--- src/rtl/assert_macros.svh ---
// Assertion helpers for the RTL.
`ifndef ASSERT_MACROS_SVH
`define ASSERT_MACROS_SVH

// Plain property, sampled on the rising clock edge, off while reset is high.
`define RPP_ASSERT(label, clk, rst, prop, msg) \
   label: assert property (@(posedge clk) disable iff (rst) (prop)) \
      else $error(msg);

// Overlapping implication, sampled on the rising clock edge.
`define RPP_ASSERT_IMPLY(label, clk, rst, ante, cons, msg) \
   label: assert property (@(posedge clk) disable iff (rst) (ante) |-> (cons)) \
      else $error(msg);

`endif

--- src/rtl/rpp_pkg.sv ---
`default_nettype none

package rpp_pkg;

   typedef enum logic [3:0] {
      ERR_NONE    = 4'd0,
      ERR_LENGTH  = 4'd1,
      ERR_COMMAND = 4'd2,
      ERR_VERSION = 4'd3,
      ERR_ZERO    = 4'd4,
      ERR_FAMILY  = 4'd5,
      ERR_TAG     = 4'd6,
      ERR_METRIC  = 4'd7,
      ERR_MASK    = 4'd8,
      ERR_ENTRIES = 4'd9,
      ERR_TRUNC   = 4'd10
   } error_code_type;

   localparam logic KIND_ROUTE   = 1'b0;
   localparam logic KIND_VERDICT = 1'b1;

   localparam int QUEUE_DEPTH = 4;
   localparam int QUEUE_PTR_W = $clog2(QUEUE_DEPTH);
   localparam int LEVEL_W     = $clog2(QUEUE_DEPTH + 1);

   typedef struct packed {
      logic           item_kind;
      logic [31:0]    route_address;
      logic [31:0]    route_mask;
      logic [31:0]    route_next_hop;
      logic [4:0]     route_metric;
      logic [7:0]     rip_command;
      logic [4:0]     entry_count;
      logic           packet_valid;
      error_code_type error_code;
      logic           last_of_run;
   } rsp_item_type;

   // Results of one accepted byte: a route item, a verdict, or both in order.
   typedef struct packed {
      logic         first_valid;
      logic         second_valid;
      rsp_item_type first;
      rsp_item_type second;
   } push_type;

endpackage

`default_nettype wire

--- src/rtl/rip_packet_parser.sv ---
// Channel   Direction  Handshake             Payload
// req_      in         req_valid/req_ready   packet_byte, is_last
// rsp_      out        rsp_valid/rsp_ready   route entry or packet verdict
//
// One byte is taken per cycle while req_ready is high; its results are registered
// into a four-item output queue and show on rsp_ behind any items queued before.
// A byte yields at most two items (route and verdict on the last byte).
// req_ready drops while the queue has fewer than two free slots.
// Synchronous active-high reset clears the parse state and empties the queue.
`default_nettype none
`include "assert_macros.svh"

module rip_packet_parser #(
   parameter int unsigned MAX_ENTRIES = 25
) (
   input  wire logic        clock,
   input  wire logic        reset,
   input  wire logic        req_valid,
   output logic             req_ready,
   input  wire logic [7:0]  req_packet_byte,
   input  wire logic        req_is_last,
   output logic             rsp_valid,
   input  wire logic        rsp_ready,
   output logic             rsp_item_kind,
   output logic [31:0]      rsp_route_address,
   output logic [31:0]      rsp_route_mask,
   output logic [31:0]      rsp_route_next_hop,
   output logic [4:0]       rsp_route_metric,
   output logic [7:0]       rsp_rip_command,
   output logic [4:0]       rsp_entry_count,
   output logic             rsp_packet_valid,
   output logic [3:0]       rsp_error_code,
   output logic             rsp_last_of_run
);

   rpp_pkg::push_type            push;
   rpp_pkg::rsp_item_type        head;
   logic [rpp_pkg::LEVEL_W-1:0]  level;
   logic                         take;
   logic                         pop;

   assign req_ready = (level <= rpp_pkg::LEVEL_W'(rpp_pkg::QUEUE_DEPTH - 2));
   assign take      = req_valid && req_ready;
   assign pop       = rsp_valid && rsp_ready;

   rpp_parser #(
      .MAX_ENTRIES (MAX_ENTRIES)
   ) u_parser (
      .clock       (clock),
      .reset       (reset),
      .take        (take),
      .packet_byte (req_packet_byte),
      .is_last     (req_is_last),
      .push        (push)
   );

   rpp_out_queue u_queue (
      .clock      (clock),
      .reset      (reset),
      .push       (push),
      .pop        (pop),
      .head       (head),
      .head_valid (rsp_valid),
      .level      (level)
   );

   assign rsp_item_kind      = head.item_kind;
   assign rsp_route_address  = head.route_address;
   assign rsp_route_mask     = head.route_mask;
   assign rsp_route_next_hop = head.route_next_hop;
   assign rsp_route_metric   = head.route_metric;
   assign rsp_rip_command    = head.rip_command;
   assign rsp_entry_count    = head.entry_count;
   assign rsp_packet_valid   = head.packet_valid;
   assign rsp_error_code     = head.error_code;
   assign rsp_last_of_run    = head.last_of_run;

   `RPP_ASSERT(a_level_bound, clock, reset, level <= rpp_pkg::LEVEL_W'(rpp_pkg::QUEUE_DEPTH), "queue overflow")
   `RPP_ASSERT_IMPLY(a_verdict_flag, clock, reset, rsp_valid && rsp_item_kind == rpp_pkg::KIND_VERDICT, rsp_last_of_run && (rsp_packet_valid == (rsp_error_code == rpp_pkg::ERR_NONE)), "bad verdict flags")
   `RPP_ASSERT_IMPLY(a_route_fields, clock, reset, rsp_valid && rsp_item_kind == rpp_pkg::KIND_ROUTE, rsp_route_metric != 5'd0 && rsp_route_metric <= 5'd16 && !rsp_packet_valid && rsp_error_code == rpp_pkg::ERR_NONE, "bad route item")
   `RPP_ASSERT_IMPLY(a_route_then_verdict, clock, reset, rsp_valid && !rsp_last_of_run, level >= rpp_pkg::LEVEL_W'(2), "route without verdict behind it")

endmodule

`default_nettype wire

--- src/rtl/rpp_out_queue.sv ---
`default_nettype none

module rpp_out_queue (
   input  wire logic                          clock,
   input  wire logic                          reset,
   input  wire rpp_pkg::push_type             push,
   input  wire logic                          pop,
   output rpp_pkg::rsp_item_type              head,
   output logic                               head_valid,
   output logic [rpp_pkg::LEVEL_W-1:0]        level
);

   rpp_pkg::rsp_item_type mem_ff [rpp_pkg::QUEUE_DEPTH];

   logic [rpp_pkg::QUEUE_PTR_W-1:0] wr_ptr_ff, wr_ptr_in;
   logic [rpp_pkg::QUEUE_PTR_W-1:0] rd_ptr_ff, rd_ptr_in;
   logic [rpp_pkg::LEVEL_W-1:0]     level_ff, level_in;
   logic [rpp_pkg::LEVEL_W-1:0]     n_push;
   logic [rpp_pkg::QUEUE_PTR_W-1:0] wr_ptr_next;

   assign n_push = rpp_pkg::LEVEL_W'(push.first_valid)
                 + rpp_pkg::LEVEL_W'(push.second_valid);
   assign wr_ptr_next = wr_ptr_ff + rpp_pkg::QUEUE_PTR_W'(1);
   assign wr_ptr_in   = wr_ptr_ff + n_push[rpp_pkg::QUEUE_PTR_W-1:0];
   assign rd_ptr_in   = rd_ptr_ff + rpp_pkg::QUEUE_PTR_W'(pop);
   assign level_in    = level_ff + n_push - rpp_pkg::LEVEL_W'(pop);

   always_ff @(posedge clock) begin
      if (reset) begin
         wr_ptr_ff <= '0;
         rd_ptr_ff <= '0;
         level_ff  <= '0;
      end else begin
         wr_ptr_ff <= wr_ptr_in;
         rd_ptr_ff <= rd_ptr_in;
         level_ff  <= level_in;
      end
   end

   always_ff @(posedge clock) begin
      if (push.first_valid) begin
         mem_ff[wr_ptr_ff] <= push.first;
      end
      if (push.second_valid) begin
         mem_ff[wr_ptr_next] <= push.second;
      end
   end

   assign head       = mem_ff[rd_ptr_ff];
   assign head_valid = (level_ff != '0);
   assign level      = level_ff;

endmodule

`default_nettype wire

--- src/rtl/rpp_parser.sv ---
`default_nettype none

module rpp_parser #(
   parameter int unsigned MAX_ENTRIES = 25
) (
   input  wire logic              clock,
   input  wire logic              reset,
   input  wire logic              take,
   input  wire logic [7:0]        packet_byte,
   input  wire logic              is_last,
   output rpp_pkg::push_type      push
);

   localparam logic [15:0] OFS_LENGTH_HI = 16'd2;
   localparam logic [15:0] OFS_LENGTH_LO = 16'd3;
   localparam logic [15:0] OFS_COMMAND   = 16'd28;
   localparam logic [15:0] OFS_VERSION   = 16'd29;
   localparam logic [15:0] OFS_ZERO_A    = 16'd30;
   localparam logic [15:0] OFS_ZERO_B    = 16'd31;
   localparam logic [15:0] OFS_ENTRIES   = 16'd32;
   localparam logic [15:0] OFS_MAX       = 16'hFFFF;
   localparam logic [16:0] MIN_LENGTH    = 17'd4;
   localparam logic [16:0] MIN_HEADER    = 17'd32;

   localparam logic [4:0] IDX_FAMILY    = 5'd1;
   localparam logic [4:0] IDX_TAG_FIRST = 5'd2;
   localparam logic [4:0] IDX_TAG_LAST  = 5'd3;
   localparam logic [4:0] IDX_ADDR      = 5'd4;
   localparam logic [4:0] IDX_MASK      = 5'd8;
   localparam logic [4:0] IDX_HOP       = 5'd12;
   localparam logic [4:0] IDX_METRIC    = 5'd16;
   localparam logic [4:0] IDX_LAST      = 5'd19;
   localparam logic [4:0] MAX_SEEN      = 5'(MAX_ENTRIES);

   localparam logic [7:0] CMD_REQUEST     = 8'd1;
   localparam logic [7:0] CMD_RESPONSE    = 8'd2;
   localparam logic [7:0] RIP_VERSION     = 8'd2;
   localparam logic [7:0] FAMILY_REQUEST  = 8'd0;
   localparam logic [7:0] FAMILY_RESPONSE = 8'd2;
   localparam logic [31:0] METRIC_MAX     = 32'd16;

   typedef struct packed {
      logic [15:0]             offset;
      logic [15:0]             total_length;
      logic [7:0]              command;
      logic [4:0]              entry_index;
      logic                    entry_active;
      logic [7:0]              family_low;
      logic                    tag_nonzero;
      logic [31:0]             address;
      logic [31:0]             mask;
      logic [31:0]             next_hop;
      logic [31:0]             metric;
      logic [4:0]              entries_seen;
      rpp_pkg::error_code_type failure;
   } parse_state_type;

   parse_state_type         state_ff, state_in;
   logic [4:0]              idx;
   logic [31:0]             mask_inv;
   logic                    family_ok;
   logic                    metric_ok;
   logic                    mask_ok;
   rpp_pkg::error_code_type entry_code;
   rpp_pkg::error_code_type verdict_code;
   logic                    route_hit;
   logic [16:0]             count;
   rpp_pkg::rsp_item_type   route_item;
   rpp_pkg::rsp_item_type   verdict_item;

   always_comb begin
      state_in     = state_ff;
      idx          = '0;
      mask_inv     = '0;
      family_ok    = 1'b0;
      metric_ok    = 1'b0;
      mask_ok      = 1'b0;
      entry_code   = rpp_pkg::ERR_NONE;
      verdict_code = rpp_pkg::ERR_NONE;
      route_hit    = 1'b0;
      count        = {1'b0, state_ff.offset} + 17'd1;

      if (state_ff.offset == OFS_LENGTH_HI) begin
         state_in.total_length[15:8] = packet_byte;
      end else if (state_ff.offset == OFS_LENGTH_LO) begin
         state_in.total_length[7:0] = packet_byte;
      end else if (state_ff.offset == OFS_COMMAND) begin
         state_in.command = packet_byte;
      end

      if (state_ff.failure == rpp_pkg::ERR_NONE) begin
         if (state_ff.offset == OFS_COMMAND && packet_byte != CMD_REQUEST
             && packet_byte != CMD_RESPONSE) begin
            state_in.failure = rpp_pkg::ERR_COMMAND;
         end else if (state_ff.offset == OFS_VERSION && packet_byte != RIP_VERSION) begin
            state_in.failure = rpp_pkg::ERR_VERSION;
         end else if ((state_ff.offset == OFS_ZERO_A || state_ff.offset == OFS_ZERO_B)
                      && packet_byte != 8'd0) begin
            state_in.failure = rpp_pkg::ERR_ZERO;
         end else if (state_ff.offset >= OFS_ENTRIES) begin
            if (!state_ff.entry_active && state_ff.offset < state_in.total_length) begin
               if (state_ff.entries_seen >= MAX_SEEN) begin
                  state_in.failure = rpp_pkg::ERR_ENTRIES;
               end else begin
                  state_in.entries_seen = state_ff.entries_seen + 5'd1;
                  state_in.entry_active = 1'b1;
                  state_in.entry_index  = '0;
                  state_in.tag_nonzero  = 1'b0;
                  state_in.family_low   = '0;
               end
            end
            if (state_in.entry_active) begin
               idx = state_in.entry_index;
               if (idx == IDX_FAMILY) begin
                  state_in.family_low = packet_byte;
               end else if (idx inside {[IDX_TAG_FIRST:IDX_TAG_LAST]}) begin
                  state_in.tag_nonzero = state_in.tag_nonzero | (packet_byte != 8'd0);
               end else if (idx inside {[IDX_ADDR:IDX_MASK-5'd1]}) begin
                  state_in.address = {state_in.address[23:0], packet_byte};
               end else if (idx inside {[IDX_MASK:IDX_HOP-5'd1]}) begin
                  state_in.mask = {state_in.mask[23:0], packet_byte};
               end else if (idx inside {[IDX_HOP:IDX_METRIC-5'd1]}) begin
                  state_in.next_hop = {state_in.next_hop[23:0], packet_byte};
               end else if (idx >= IDX_METRIC) begin
                  state_in.metric = {state_in.metric[23:0], packet_byte};
               end

               if (idx >= IDX_LAST) begin
                  family_ok = (state_in.command == CMD_REQUEST
                               && state_in.family_low == FAMILY_REQUEST)
                           || (state_in.command == CMD_RESPONSE
                               && state_in.family_low == FAMILY_RESPONSE);
                  metric_ok = (state_in.metric != 32'd0) && (state_in.metric <= METRIC_MAX);
                  mask_inv  = ~state_in.mask;
                  mask_ok   = ((mask_inv & (mask_inv + 32'd1)) == 32'd0);
                  if (!family_ok) begin
                     entry_code = rpp_pkg::ERR_FAMILY;
                  end else if (state_in.tag_nonzero) begin
                     entry_code = rpp_pkg::ERR_TAG;
                  end else if (!metric_ok) begin
                     entry_code = rpp_pkg::ERR_METRIC;
                  end else if (!mask_ok) begin
                     entry_code = rpp_pkg::ERR_MASK;
                  end
                  state_in.entry_active = 1'b0;
                  state_in.entry_index  = '0;
                  if (entry_code != rpp_pkg::ERR_NONE) begin
                     state_in.failure = entry_code;
                  end else begin
                     route_hit = 1'b1;
                  end
               end else begin
                  state_in.entry_index = idx + 5'd1;
               end
            end
         end
      end

      if (state_ff.offset != OFS_MAX) begin
         state_in.offset = state_ff.offset + 16'd1;
      end

      if (count < MIN_LENGTH) begin
         verdict_code = rpp_pkg::ERR_TRUNC;
      end else if ({1'b0, state_in.total_length} > count) begin
         verdict_code = rpp_pkg::ERR_LENGTH;
      end else if (state_in.failure != rpp_pkg::ERR_NONE) begin
         verdict_code = state_in.failure;
      end else if (count < MIN_HEADER || state_in.entry_active) begin
         verdict_code = rpp_pkg::ERR_TRUNC;
      end

      route_item.item_kind      = rpp_pkg::KIND_ROUTE;
      route_item.route_address  = state_in.address;
      route_item.route_mask     = state_in.mask;
      route_item.route_next_hop = state_in.next_hop;
      route_item.route_metric   = state_in.metric[4:0];
      route_item.rip_command    = state_in.command;
      route_item.entry_count    = state_in.entries_seen;
      route_item.packet_valid   = 1'b0;
      route_item.error_code     = rpp_pkg::ERR_NONE;
      route_item.last_of_run    = !is_last;

      verdict_item.item_kind      = rpp_pkg::KIND_VERDICT;
      verdict_item.route_address  = '0;
      verdict_item.route_mask     = '0;
      verdict_item.route_next_hop = '0;
      verdict_item.route_metric   = '0;
      verdict_item.rip_command    = state_in.command;
      verdict_item.entry_count    = state_in.entries_seen;
      verdict_item.packet_valid   = (verdict_code == rpp_pkg::ERR_NONE);
      verdict_item.error_code     = verdict_code;
      verdict_item.last_of_run    = 1'b1;

      // packet done: back to the idle state for the next one
      if (is_last) begin
         state_in = '0;
      end
   end

   always_ff @(posedge clock) begin
      if (reset) begin
         state_ff <= '0;
      end else if (take) begin
         state_ff <= state_in;
      end
   end

   assign push.first_valid  = take && (route_hit || is_last);
   assign push.second_valid = take && route_hit && is_last;
   assign push.first        = route_hit ? route_item : verdict_item;
   assign push.second       = verdict_item;

endmodule

`default_nettype wire

--- config.mk ---
export PLATFORM = sky130hd
export DESIGN_NAME = rip_packet_parser
export DESIGN_NICKNAME = d
export VERILOG_FILES = /design/src/rtl/rpp_pkg.sv /design/src/rtl/rip_packet_parser.sv /design/src/rtl/rpp_out_queue.sv /design/src/rtl/rpp_parser.sv
export VERILOG_INCLUDE_DIRS = /design/src /design/src/rtl
export SDC_FILE = /design/constraint.sdc
export NUM_CORES = 2
export LEC_CHECK = 0
export ABC_AREA = 1
export BUFFER_PORTS_ARGS = -buffer_cell sky130_fd_sc_hd__buf_2
export CAP_MARGIN = 20
export CORE_MARGIN = 5
export CORE_UTILIZATION = 50
export DETAILED_ROUTE_END_ITERATION = 7
export GPL_TIMING_DRIVEN = 0
export MAX_ROUTING_LAYER = met4
export PLACE_DENSITY_LB_ADDON = 0.15
export SLEW_MARGIN = 10
export SYNTH_ARGS = -nofsm -noshare
export SYNTH_HDL_FRONTEND = slang
export SYNTH_SLANG_ARGS = --single-unit
--- constraint.sdc ---
create_clock -name clock -period 9 [get_ports clock]
set_input_delay 0.45 -clock clock [delete_from_list [all_inputs] [get_ports clock]]
set_output_delay 0.45 -clock clock [all_outputs]
set_load 0.03 [all_outputs]
# [After elaboration in Yosys (flattened, before gate mapping)]
# Memories as Yosys holds them, arrays and structs flattened. A register that Yosys moved wholly into a read port is not among the register bits.
# Cells that the tools add are included.
[totals] mem_bits_rw=484 ff_bits=199 memories=1 word_cells=188 in_bits=13
[op_classes] eq_ne=16 n_reduce_logical=39 n_bitwise=3 order_cmp=18 muxes=83 n_addsub=11
[mem_list] memory="u_queue.mem_ff" words=4 width=121 rd=1 rd_ports_with_merged_regs=1 write_ports=2 line_no="rpp_out_queue.sv:13" source="rpp_pkg::rsp_item_type mem_ff [rpp_pkg::QUEUE_DEPTH];"
[ops] op="$mux W129" count=7
[ops] op="$mux W148" count=3
[ops] op="$mux W152" count=2
[ops] op="$mux W192" count=1
[ops] op="$mux W32" count=5
[ops] op="$mux W143" count=1
[ops] op="$mux W128" count=1
[ops] op="$mux W121" count=1
[ops] op="$mux W15" count=7
[ops] op="$mux W96" count=1
[ops] op="$mux W4" count=22
[ops] op="$mux W8" count=11
[ops] op="$eq A16 B5 Y1 const B" count=4
[ops] op="$mux W64" count=1
[ops] op="$add A32 B1 Y32 const B" count=1
[ops] op="$and A32 B32 Y32" count=1
[ops] op="$eq A16 B2 Y1 const B" count=2
[ops] op="$le A32 B5 Y1 const B" count=1
[ops] op="$logic_not A32 Y1" count=1
[ops] op="$mux W16" count=2
[ops] op="$not A32 Y32" count=1
[ops] op="$reduce_bool A32 Y1" count=1
[ops] op="$add A16 B1 Y17 const B" count=1
[ops] op="$gt A16 B17 Y1" count=1
[ops] op="other kinds (44)" count=91

# [Longest topological paths before layout]
[logic_depth] depth_word=56 depth_mapped=55 mapped_depth_nobuf=52

# [By module]
# A second synthesis with hierarchy kept.
[hier_totals] hier_cells=5003 hier_area_um2=39237.6
[by_module_without_submodules] mod="rpp_out_queue" n_inst=1 cells_per_inst=2666 area_per_inst_um2=25280.5 seq_area_each_um2=14674.1
[by_module_without_submodules] mod="rpp_parser" n_inst=1 cells_per_inst=2329 area_per_inst_um2=13922.1 seq_area_each_um2=3843.7
[by_module_without_submodules] mod="rip_packet_parser" n_inst=1 cells_per_inst=8 area_per_inst_um2=35.0 seq_area_each_um2=0.0

# [Least setup slack after synthesis]
# Ideal clock, no wire load.
[synth_timing] kind="register to register" from="reg u_parser.state_ff[177] in the netlist's numbering" to="reg u_queue.level_ff, in the netlist u_queue.level[2]" t_arrival_ns=6.718 path_stages_with_launch=40 path_buffers=3 period_less_slack_ns=6.838 slack_ns=2.162 cell_sequence="dfxtp_1 ha_1 nand2_1 nor4_1 clkbuf_1 o21ai_0 ha_1 a21o_1 nor2_1 nand2_1 nand2_1 nand4_4 buf_1 nand2_1 inv_1 ha_1 inv_1 nor2_1 [... 4 more ...] o21ai_0 nand2_1 nor4_1 nand2_1 nor2_1 nand4_1 nor2_1 nand3_1 nor4_2 nand3_2 nor3_4 ha_1 inv_1 ha_1 inv_1 fa_1 o21ai_0 a21oi_1"
[synth_via] elab_chain_cells=52 word_cells_on_any_way=103 classes_between="add/sub (4); order compare (13); eq/ne (10); mux (51); bitwise (3); reduce/logical (22)"
[synth_rtl] element="start, declared" line_no="rpp_parser.sv:58" source="parse_state_type state_ff, state_in;"
[synth_rtl] element="start signal, assigned" line_no="rpp_parser.sv:205" source="state_ff <= state_in;"
[synth_rtl] element="$eq A16 B2 Y1" line_no="rpp_parser.sv:85" source="end else if (state_ff.offset == OFS_LENGTH_LO) begin"
[synth_rtl] element="$mux W8" line_no="rpp_parser.sv:85"
[synth_rtl] element="$mux W16" line_no="rpp_parser.sv:83" source="if (state_ff.offset == OFS_LENGTH_HI) begin"
[synth_rtl] element="$lt A16 B16 Y1" line_no="rpp_parser.sv:101" source="if (!state_ff.entry_active && state_ff.offset < state_in.total_length) begin"
[synth_rtl] element="$logic_and A1 B1 Y1" line_no="rpp_parser.sv:101"
[synth_rtl] element="$mux W15" line_no="rpp_parser.sv:101"
[synth_rtl] element="$mux W15" line_no="rpp_parser.sv:100" source="end else if (state_ff.offset >= OFS_ENTRIES) begin"
[synth_rtl] element="$mux W15" line_no="rpp_parser.sv:97" source="end else if ((state_ff.offset == OFS_ZERO_A || state_ff.offset == OFS_ZERO_B)"
[synth_rtl] element="[... 36 more ...]"
[synth_rtl] element="$mux W1" line_no="rpp_parser.sv:95" source="end else if (state_ff.offset == OFS_VERSION && packet_byte != RIP_VERSION) begin"
[synth_rtl] element="$mux W1 *" line_no="rpp_parser.sv:92" source="if (state_ff.offset == OFS_COMMAND && packet_byte != CMD_REQUEST"
[synth_rtl] element="$mux W1 *" line_no="rpp_parser.sv:91" source="if (state_ff.failure == rpp_pkg::ERR_NONE) begin"
[synth_rtl] element="$logic_or A1 B1 Y1 or $logic_and A1 B1 Y1 (tied branches)" line_no="rpp_parser.sv:209, rpp_parser.sv:210"
[synth_rtl] element="$logic_and A1 B1 Y1 (on tied branches)" line_no="rpp_parser.sv:209, rpp_parser.sv:210"
[synth_rtl] element="$add A1 B1 Y2 *" line_no="rpp_out_queue.sv:22" source="+ rpp_pkg::LEVEL_W'(push.second_valid);"
[synth_rtl] element="$add A3 B3 Y3 *" line_no="rpp_out_queue.sv:26" source="assign level_in = level_ff + n_push - rpp_pkg::LEVEL_W'(pop);"
[synth_rtl] element="$sub A3 B1 Y3 *" line_no="rpp_out_queue.sv:26"
[synth_rtl] element="end signal, assigned" line_no="rpp_out_queue.sv:36" source="level_ff <= level_in;"
[synth_rtl] element="end, declared" line_no="rpp_out_queue.sv:17" source="logic [rpp_pkg::LEVEL_W-1:0] level_ff, level_in;"
# Every way passes the cells marked *; elsewhere a longest branch is shown, timed or not. The select of a mux whose other input is x is not followed.
# A chain may end at the register's enable or synchronous reset.

==> metrics.md <==
| Metric | Value |
|---|---|
| Die W | between 200 and 300 um |
| Root Buffer | clkbuf_16 |
| Largest area contributor in the netlist | dfxtp_1 |
| Layout cells sized above 1 | 7.72% |
| Die Area | 72900 um2 |
| Cell with the most instances after synthesis | nor2_1 |
| Height of the die | about 270 um |
| Xor-xnor portion of the synthesized cell area | 0.363% |
| # nets final | around 5300 |
| Synthesized area per cell | roughly 6.8 um2 |
| Core area | between 60000 and 70000 um2 |
| GRT overflow | 0 |
| FMAX | 118 MHz |
| Antenna-violating nets left | 0 |
| Max-cap viol count | 0 |
| Top post-synthesis cells by area | dfxtp_1, nor2_1, o21ai_0, nand2_1, a21oi_1 |
| Slew Limit Headroom | between 20% and 30% |
| Gpl congestion | 0.969 |
| All-Layer GR Usage | roughly 33% |
| Mux cell area share after synthesis | less than 1% |
| Clock skew | between 0.02 and 0.03 ns |
| Simple-Gate Fraction of Synth Area | 24.0% |
| Most used DFF post-synth | dfxtp_1 |
| Post-synthesis sequential area ratio | 42.6% |
| Flops & latches, synth | just under 700 |
| CTS Buf Count | 76 |
| Mapped Cells | between 5000 and 6000 |
| Clock Sink Count | roughly 680 |
| Crit path top cell by count | inv_1 |
| Critical path's top delay family | simple AND/OR/NAND/NOR gates |
| Distinct cells, synth | 51 |
| Cell row count | 95 |
| Layout area overhead | 13.2% |
| Worst Hold Class | in2reg |
| Fin. max-slew vios | 0 |
| Non-Filler Instances | 6158 |
| Final Hold Fails | 0 |
| Outcome | finished, final reports clean |
| Final worst-path cycle share | between 90% and 100% |
| Ys async rst share | 0% |
| Via density per instance | between 5 and 6 |
| Mapped Nets | about 5100 |
| Max VDD drop | roughly 0.33 mV |
| CP max stage delay | ~0.43 ns |
| Power, Total | between 10 and 15 mW |
| Largest net degree at the start of global routing | 21 |
| Post-DP Area | between 30000 and 40000 um2 |
| First-pass GRT wire length | 187 mm |
| # DRC | 0 |
| Initial antenna violation count | 5 |
| Post-synth EDFFs | 72 |
| Kind of critical path | reg2reg |
| CP max stage cell | nor4_2 |
| PD cells | around 300 nW/um2 |
| Setup violators final | 0 |
| WP buf/inv | 12 |
| Vias | 34800 |
| Clock slew at reported path FFs | approximately 0.06 ns |
| Final worst path period need | approximately 8.5 ns |
| Worst skew pair latency | between 0.6 and 0.7 ns |
| Initial Utilization | around 50% |
| Top-area cell type share of the netlist area | between 30% and 40% |
| Worst setup EP type | flip-flop |
| Drt wl/cell | 19.9 um |
| Hold-fix buffers, CTS | 0 |
| Top cells by count, synth | nor2_1, nand2_1, o21ai_0, dfxtp_1, inv_1 |
| Fin area | 38300 um2 |
| Mapped cell area | 33800 um2 |
| CTS H-tree lvls | 3 |
| CTS tree | yes |
| Dpl hpwl | between 80 and 90 mm |
| Placed Cells | 6020 |
| Final WL | between 100 and 150 mm |
| Largest family of logic cells by synthesized area | simple AND/OR/NAND/NOR gates |
| Req. time, crit path | roughly 9.5 ns |
| Buffers on Ports | approximately 130 |
| Adder-cell area share of the yosys netlist | between 1.5 and 2% |
| Post-synthesis compound-gate area fraction | between 20 and 25% |
| Router iterations before antenna repair | 6 |
| Worst Slack Setup Final | approximately 0.53 ns |
| Vias in the first global route | roughly 32000 |
| Max Buffers Root-to-Sink | 3 |
| Max FO, Critical Path | 20 |
| Yosys warns | 0 |
| Startpoint Class | flip-flop |
| Iter 0 DRT Violations | 3906 |
| Pre-CTS WS | -0.848 ns |
| Arrival time worst endpoint | about 8.9 ns |
| Leakage power | between 15 and 20 nW |
| Worst Max-Slew Pin Slew | between 1 and 1.5 ns |
| IO Count | 136 |
==> layer usage <==
| metal | up-vias | GRT usage (%) | routed length [um] |
|---|---|---|---|
| li1 | 16800 | - | - |
| met1 | 16200 | 44.3 | 52400 |
| met2 | 1498 | 51.1 | 54500 |
| met3 | 265 | 5.52 | 11200 |
| met4 | 0 | 10.6 | 4390 |
| met5 | - | - | 0 |
==> stage by stage <==
| step | utilization, % | setup TNS, ns | hold WS [ns] |
|---|---|---|---|
| after floorplan | - | 0 | 0.422 |
| after global placement | 53.0 | -90.35 | 0.433 |
| after detailed placement | 53.1 | -78.90 | 0.436 |
| after CTS | 56.9 | 0 | 0.369 |
| after global routing | 57.0 | -0.00261 | 0.403 |
| final | 57.0 | 0 | 0.407 |
==> cells by family after synthesis <==
kind of cell	count (synthesis)
flops	683
compound gates	1373
simple gates	2053
xor+xnor	14
buf+inv	837
mux	1
fa+ha+maj	48
==> worst min-delay path, stage by stage <==
cell	delay (ns)
buf_2	0.14
nor2_1	0.21
nand2_1	0.12
a21oi_1	0.05
==> sequential cells by signal, summed over array words and instances, names as in the netlist <==
signal,flops
u_queue.mem_ff,484
u_queue.rd_ptr_ff,2
u_queue.wr_ptr_ff,2
u_queue.level,3
u_parser.state_ff,192
==> cells in the final DEF (no fill, tap or decap), types with 5 or more instances in the layout <==
| cell type | count |
|---|---|
| a211oi_1 | 34 |
| a21oi_1 | 488 |
| a31oi_1 | 5 |
| buf_1 | 10 |
| buf_2 | 212 |
| buf_4 | 7 |
| buf_6 | 6 |
| clkbuf_1 | 242 |
| clkbuf_16 | 79 |
| clkbuf_2 | 8 |
| clkbuf_8 | 17 |
| clkinv_2 | 19 |
| dfxtp_1 | 611 |
| edfxtp_1 | 72 |
| ha_1 | 47 |
| inv_1 | 492 |
| nand2_1 | 740 |
| nand2_2 | 6 |
| nand3_1 | 101 |
| nand4_1 | 26 |
| nor2_1 | 1097 |
| nor2_2 | 10 |
| nor3_1 | 22 |
| nor4_1 | 18 |
| o211ai_1 | 5 |
| o21a_1 | 6 |
| o21ai_0 | 614 |
| o21ai_1 | 15 |
| o22ai_1 | 193 |
| or2_2 | 15 |
| xor2_1 | 12 |
==> layout make-up <==
type,count,area [um2]
Inverter,499,1870
Clock inverter,27,253
Clock buffer,106,2250
Timing Repair Buffer,142,764
Buffer,338,1430
Sequential cell,683,14400
Tap cell,873,1090
Antenna cell,1,2.50
Multi-Input combinational cell,3489,16200
Fill cell,6573,28900
==> power breakdown <==
part | total (mW) | leakage (nW) | switching [mW] | internal, mW
sequential | 4.05 | 5.76 | 0.270 | 3.78
clock | 3.16 | 1.25 | 1.33 | 1.83
combinational | 4.11 | 10.5 | 2.99 | 1.12
==> final timing paths <==
check	from	endpoint	slack, ns	cells past startpoint
worst max-delay path	u_parser.state_ff[182]$_SDFFE_PP0P_	u_queue.mem_ff[0][10]$_DFFE_PP_	0.53	39
worst min-delay path	req_is_last	u_parser.state_ff[190]$_SDFFE_PP0P_	0.41	4
worst max register to register	u_parser.state_ff[182]$_SDFFE_PP0P_	u_queue.mem_ff[0][10]$_DFFE_PP_	0.53	39
worst min register to register	u_queue.mem_ff[1][81]$_SDFFE_PP0P_	u_queue.mem_ff[1][81]$_SDFFE_PP0P_	0.45	2
==> what timing repair did <==
action	in CTS	in global routing
buffers inserted	1	2
hold endpoints to repair	0	0
resized for setup	9	27
pin swaps	1	5
setup endpoints to repair	371	560
(Power assumes the default switching activity.)
